## src/rtl/pse_pkg.sv

```systemverilog
// pse_pkg: shared types and constants of the postfix stack evaluator
// word widths, operator characters, status codes, controller states and the
// command and status bundles between controller and datapath
package pse_pkg;

  localparam int DATA_W  = 32;
  localparam int DEPTH_W = 7;

  localparam logic [7:0] CHAR_ADD = 8'h2B;  // '+'
  localparam logic [7:0] CHAR_SUB = 8'h2D;  // '-'
  localparam logic [7:0] CHAR_MUL = 8'h2A;  // '*'
  localparam logic [7:0] CHAR_DIV = 8'h2F;  // '/'

  typedef enum logic [2:0] {
    ST_OK      = 3'd0,
    ST_FEW     = 3'd1,
    ST_DIV0    = 3'd2,
    ST_UNKNOWN = 3'd3,
    ST_FULL    = 3'd4,
    ST_SAT     = 3'd5
  } status_t;

  typedef enum logic [2:0] {
    ALU_ADD,
    ALU_SUB,
    ALU_MUL,
    ALU_DIV,
    ALU_BAD
  } alu_op_t;

  typedef enum logic [2:0] {
    S_IDLE,
    S_DECODE,
    S_READ,
    S_MUL,
    S_DIV,
    S_OUT
  } state_t;

  typedef struct packed {
    logic    load_in;
    logic    push;
    logic    rd_issue;
    logic    mul_en;
    logic    div_start;
    logic    commit;
    logic    set_status;
    status_t status;
    logic    out_load;
  } dp_cmd_t;

  typedef struct packed {
    logic    is_op;
    logic    few;
    logic    full;
    alu_op_t kind;
    logic    b_zero;
    logic    div_done;
    logic    out_free;
  } dp_stat_t;

  function automatic alu_op_t decode_op(input logic [7:0] code);
    alu_op_t k;
    case (code)
      CHAR_ADD: k = ALU_ADD;
      CHAR_SUB: k = ALU_SUB;
      CHAR_MUL: k = ALU_MUL;
      CHAR_DIV: k = ALU_DIV;
      default:  k = ALU_BAD;
    endcase
    return k;
  endfunction

endpackage

```

## src/rtl/pse_ctrl.sv

```systemverilog
// pse_ctrl: sequencing state machine of the postfix stack evaluator
// uses pse_pkg for states and the command and status bundles
module pse_ctrl (
  input  logic              clk,
  input  logic              rst,
  input  logic              s_tvalid,
  output logic              s_tready,
  input  pse_pkg::dp_stat_t stat,
  output pse_pkg::dp_cmd_t  cmd
);

  pse_pkg::state_t state, state_next;

  always_ff @(posedge clk) begin
    if (rst) begin
      state <= pse_pkg::S_IDLE;
    end else begin
      state <= state_next;
    end
  end

  always_comb begin
    state_next = state;
    cmd        = '0;
    cmd.status = pse_pkg::ST_OK;
    s_tready   = 1'b0;
    case (state)
      pse_pkg::S_IDLE: begin
        s_tready = 1'b1;
        if (s_tvalid) begin
          cmd.load_in = 1'b1;
          state_next  = pse_pkg::S_DECODE;
        end
      end
      pse_pkg::S_DECODE: begin
        state_next     = pse_pkg::S_OUT;
        cmd.set_status = 1'b1;
        if (!stat.is_op) begin
          if (stat.full) begin
            cmd.status = pse_pkg::ST_FULL;
          end else begin
            cmd.push = 1'b1;
          end
        end else if (stat.few) begin
          cmd.status = pse_pkg::ST_FEW;
        end else if (stat.kind == pse_pkg::ALU_BAD) begin
          cmd.status = pse_pkg::ST_UNKNOWN;
        end else if (stat.kind == pse_pkg::ALU_DIV && stat.b_zero) begin
          cmd.status = pse_pkg::ST_DIV0;
        end else begin
          // operand a, below the top, comes out of the stack memory next cycle
          cmd.set_status = 1'b0;
          cmd.rd_issue   = 1'b1;
          state_next     = pse_pkg::S_READ;
        end
      end
      pse_pkg::S_READ: begin
        case (stat.kind)
          pse_pkg::ALU_ADD, pse_pkg::ALU_SUB: begin
            cmd.commit = 1'b1;
            state_next = pse_pkg::S_OUT;
          end
          pse_pkg::ALU_MUL: begin
            cmd.mul_en = 1'b1;
            state_next = pse_pkg::S_MUL;
          end
          pse_pkg::ALU_DIV: begin
            cmd.div_start = 1'b1;
            state_next    = pse_pkg::S_DIV;
          end
          default: begin
            state_next = pse_pkg::S_OUT;
          end
        endcase
      end
      pse_pkg::S_MUL: begin
        cmd.commit = 1'b1;
        state_next = pse_pkg::S_OUT;
      end
      pse_pkg::S_DIV: begin
        if (stat.div_done) begin
          cmd.commit = 1'b1;
          state_next = pse_pkg::S_OUT;
        end
      end
      pse_pkg::S_OUT: begin
        if (stat.out_free) begin
          cmd.out_load = 1'b1;
          state_next   = pse_pkg::S_IDLE;
        end
      end
      default: begin
        state_next = pse_pkg::S_IDLE;
      end
    endcase
  end

  a_div_done_in_wait: assert property (@(posedge clk) disable iff (rst)
    stat.div_done |-> state == pse_pkg::S_DIV)
    else $error("divider finished outside its wait state");

endmodule

```

## config.mk

```make
export PLATFORM = sky130hd
export DESIGN_NAME = pse_ctrl
export DESIGN_NICKNAME = d
export VERILOG_FILES = /design/src/rtl/pse_pkg.sv /design/src/rtl/pse_ctrl.sv
export SDC_FILE = /design/constraint.sdc
export NUM_CORES = 1
export LEC_CHECK = 0
export BUFFER_PORTS_ARGS = -buffer_cell sky130_fd_sc_hd__buf_4
export CAP_MARGIN = 5
export CORE_AREA = 4 4 41 43
export DETAILED_ROUTE_END_ITERATION = 8
export DIE_AREA = 0 0 45 47
export HOLD_SLACK_MARGIN = 0.02
export PLACE_DENSITY = 0.58
export SLEW_MARGIN = 40
export SYNTH_ARGS = -nofsm -noshare
export SYNTH_HDL_FRONTEND = slang
export SYNTH_SLANG_ARGS = --single-unit
```

## constraint.sdc

```tcl
create_clock -name clk -period 1.53 [get_ports clk]
set_input_delay 0.2295 -clock clk [delete_from_list [all_inputs] [get_ports clk]]
set_output_delay 0.2295 -clock clk [all_outputs]
set_load 0.01 [all_outputs]
```

==> run_results.csv <==
group,metric,value,unit
cells_and_area,nets,93,
worst_setup_path,cp_slowest_cell,"or3b_4",
sta,setup_viol,1,
sta,rsz0062_at_grt,"yes",
floorplanning,core_area,1300,µm²
clock_network,clock-sinks,3,
placement,dpl_cell_area,558,µm²
sta,min_period,1.54,ns
floorplanning,start_util,26.9,%
sta,finalMaxSlewViolations,0,
clock_network,cts_tree,"built",
sta,hold_slack,0.216,ns
global_routing,grt_pass1_wl,1550,µm
detailed_routing,routed_via_density,4.74,
placement,dpl.hpwl,776,µm
sta,slew_headroom,77.2,%
yosys,syn_area_per_cell,6.74,µm²
floorplanning,rows,13,
cells_and_area,n_fill_cell,151,
worst_setup_path,cp_max_fo,4,
cells_and_area,largest_register,"state",
yosys,yosysUniqueCellTypes,25,
hold_path,min-delay-path-class,"in -> reg",
clock_network,cts_buffer_depth,2,
yosys,syn_nets,64,
detailed_routing,postRouteWirelength,957,µm
cells_and_area,mostFrequentLayoutCells,"buf_4, nor2_1, nand2_1",
global_routing,grt_pass1_vias,395,
floorplanning,dieArea,2120,µm²
global_routing,overflow,0,
sta,setup_slack,-0.0121,ns
cells_and_area,reg.largest.list,"state (3)",
detailed_routing,wl_per_cell,10.1,µm
global_routing,antenna_found_initial,0,
sta,fmax,648,MHz
clock_network,root_buffer,"clkbuf_4",
global_routing,grt_max_degree,13,
yosys,synth_top_area_cell,"dfxtp_1",
job,maxCapViolCount,0,
detailed_routing,drc,0,
worst_setup_path,worstSetupPathType,"reg -> out",
outcome,violations,"negative setup slack",
global_routing,grt_use_total,9.94,%
pwr,vdd_drop_max,0.691,mV
detailed_routing,vias,450,
placement,place.gp.congestion,0.780,
yosys,ys_ff_latch,3,
cells_and_area,layout.cells.most_common,"buf_4",
floorplanning,chipHeight,47,µm
yosys,syn_area,350,µm²
detailed_routing,dr.pass1.iters,4,
detailed_routing,ant_nets,0,
worst_setup_path,crit_chain,"or3b_4 > inv_2 > nand2_2 > nor3_2 > buf_4",
placement,port_buffers,23,
clock_network,htree_num_levels,1,
cells_and_area,largest_reg_flops,3,
cells_and_area,area_growth,71.4,%
sta,hold_viol,0,
placement,dp_slack,0.0839,ns
cells_and_area,final_area,601,µm²
worst_setup_path,arrival,1.31,ns
worst_setup_path,critPathLaunchType,"flop",
worst_setup_path,required,1.30,ns
yosys,synth_top_area_share,17.1,%
outcome,status,"finished, violations left",
sta,fin_skew,0.00551,ns
yosys,synth.area.top_cells,"dfxtp_1, nor2_1, nor3b_1",
yosys,syn_inst,52,
clock_network,clkTransAtPathRegs,0.03,ns
sta,worstMarginPinSlew,0.342,ns
clock_network,cts_buffers,3,
cells_and_area,multi_input_area,288,µm²
pwr,p_per_area,789,nW/µm²
yosys,ys_seq_area_share,17.1,%
sta,finalCritPeriodShare,101,%
floorplanning,io_pins,24,
clock_network,post_cts_buffers,0,
floorplanning,die_width,45,µm
detailed_routing,drtIter0Drc,3,
worst_setup_path,slowest_delay,0.41,ns
clock_network,clk_latency,0.23,ns
yosys,yosysWarnings,0,
cells_and_area,antenna_cells,0,
pwr,power.leakage,0.269,nW
worst_setup_path,end_kind,"output pin",
worst_setup_path,cp_num_buf_inv,2,
cells_and_area,drive_gt1_share,50.0,%
worst_setup_path,critical_path.top_delay_family,"simple AND/OR/NAND/NOR gates",
cells_and_area,final-seq-area,61.3,µm²
==> routing by layer <==
layer / wire length [µm] / global-route usage (%) / part of all wire (%) / vias to the layer above
li1: - / - / - / 245
met1: 392 / 11.8 / 41 / 192
met2: 467 / 16.1 / 49 / 13
met3: 98 / 5.36 / 10 / 0
met4: 0 / 1.75 / 0 / 0
met5: 0 / 0 / 0 / -
==> path summary, 6_finish.rpt <==
path,start,endpoint,slack [ns],cells past startpoint
worst max-delay path,state[2]$_SDFFE_PP0P_,cmd[2],-0.01,5
worst min-delay path,rst,state[0]$_SDFFE_PP0P_,0.22,2
worst max register to register,state[1]$_SDFFE_PP0P_,state[0]$_SDFFE_PP0P_,0.42,5
worst min register to register,state[0]$_SDFFE_PP0P_,state[0]$_SDFFE_PP0P_,0.66,3
==> worst reg2reg max path, delay by kind of cell, from the launching register on <==
| family | cells | cell delay [ns] |
|---|---|---|
| buffers and inverters | 1 | 0.17 |
| AND/OR/NAND/NOR | 2 | 0.15 |
| AO/OA/AOI/OAI | 2 | 0.38 |
| flip-flops | 1 | 0.30 |
==> final cells by class <==
| class | instances | share of cell area [%] |
|---|---|---|
| inverters | 1 | 0.625 |
| clock buffers | 4 | 4.38 |
| multi-input cells | 45 | 47.9 |
| well taps | 15 | 3.13 |
| repair buffers | 27 | 33.7 |
| flip-flops and latches | 3 | 10.2 |
==> cell usage after synthesis <==
library cell	instances
o21a_1	1
nor2b_1	2
inv_2	1
and2_1	2
buf_2	2
nor2_1	10
o2bb2ai_1	1
nor4_1	1
a311o_2	1
nand4_1	1
nand3_1	1
o41ai_2	1
nand4bb_1	1
nor3_1	3
nor3b_1	4
clkbuf_1	1
nor3b_2	1
o211ai_1	1
o21ai_0	1
nand3b_1	1
dfxtp_1	3
nand2_1	7
a31oi_1	1
nand2b_1	3
or3b_1	1
==> repair_timing <==
item | 4_1_cts | 5_1_grt
hold buffers | 0 | 0
gates resized for setup | 3 | 3
setup endpoints to repair | 3 | 6
pin swaps | 2 | 1
==> kinds of logic (layout without fill, tap and decap cells) <==
kind of cell	after synthesis	in the layout	share of synthesized area (%)
AOI/OAI and AO/OA	7	7	17.9
buffers and inverters	4	32	5.00
DFF	3	3	17.1
and+or+nand+nor	38	38	60.0
==> power by group <==
part | total (mW) | switching (mW) | internal [mW] | leakage [nW]
Sequential | 0.0964 | 0.00503 | 0.0913 | 0.0251
Clock | 0.139 | 0.0412 | 0.0977 | 0.0150
Combinational | 0.239 | 0.112 | 0.126 | 0.229
==> through the flow <==
stage | utilization (%) | std cells | setup TNS [ns] | total power, mW
floorplan | - | 52 | 0 | 0.226
global placement | 42.9 | 91 | 0 | 0.328
detailed placement | 42.9 | 91 | 0 | 0.328
CTS | 45.7 | 95 | -0.0309 | 0.481
global route | 46.2 | 95 | -0.220 | 0.517
finish | 46.2 | 95 | -0.0121 | 0.474
No activity file was read; power rests on OpenSTA's default activity.
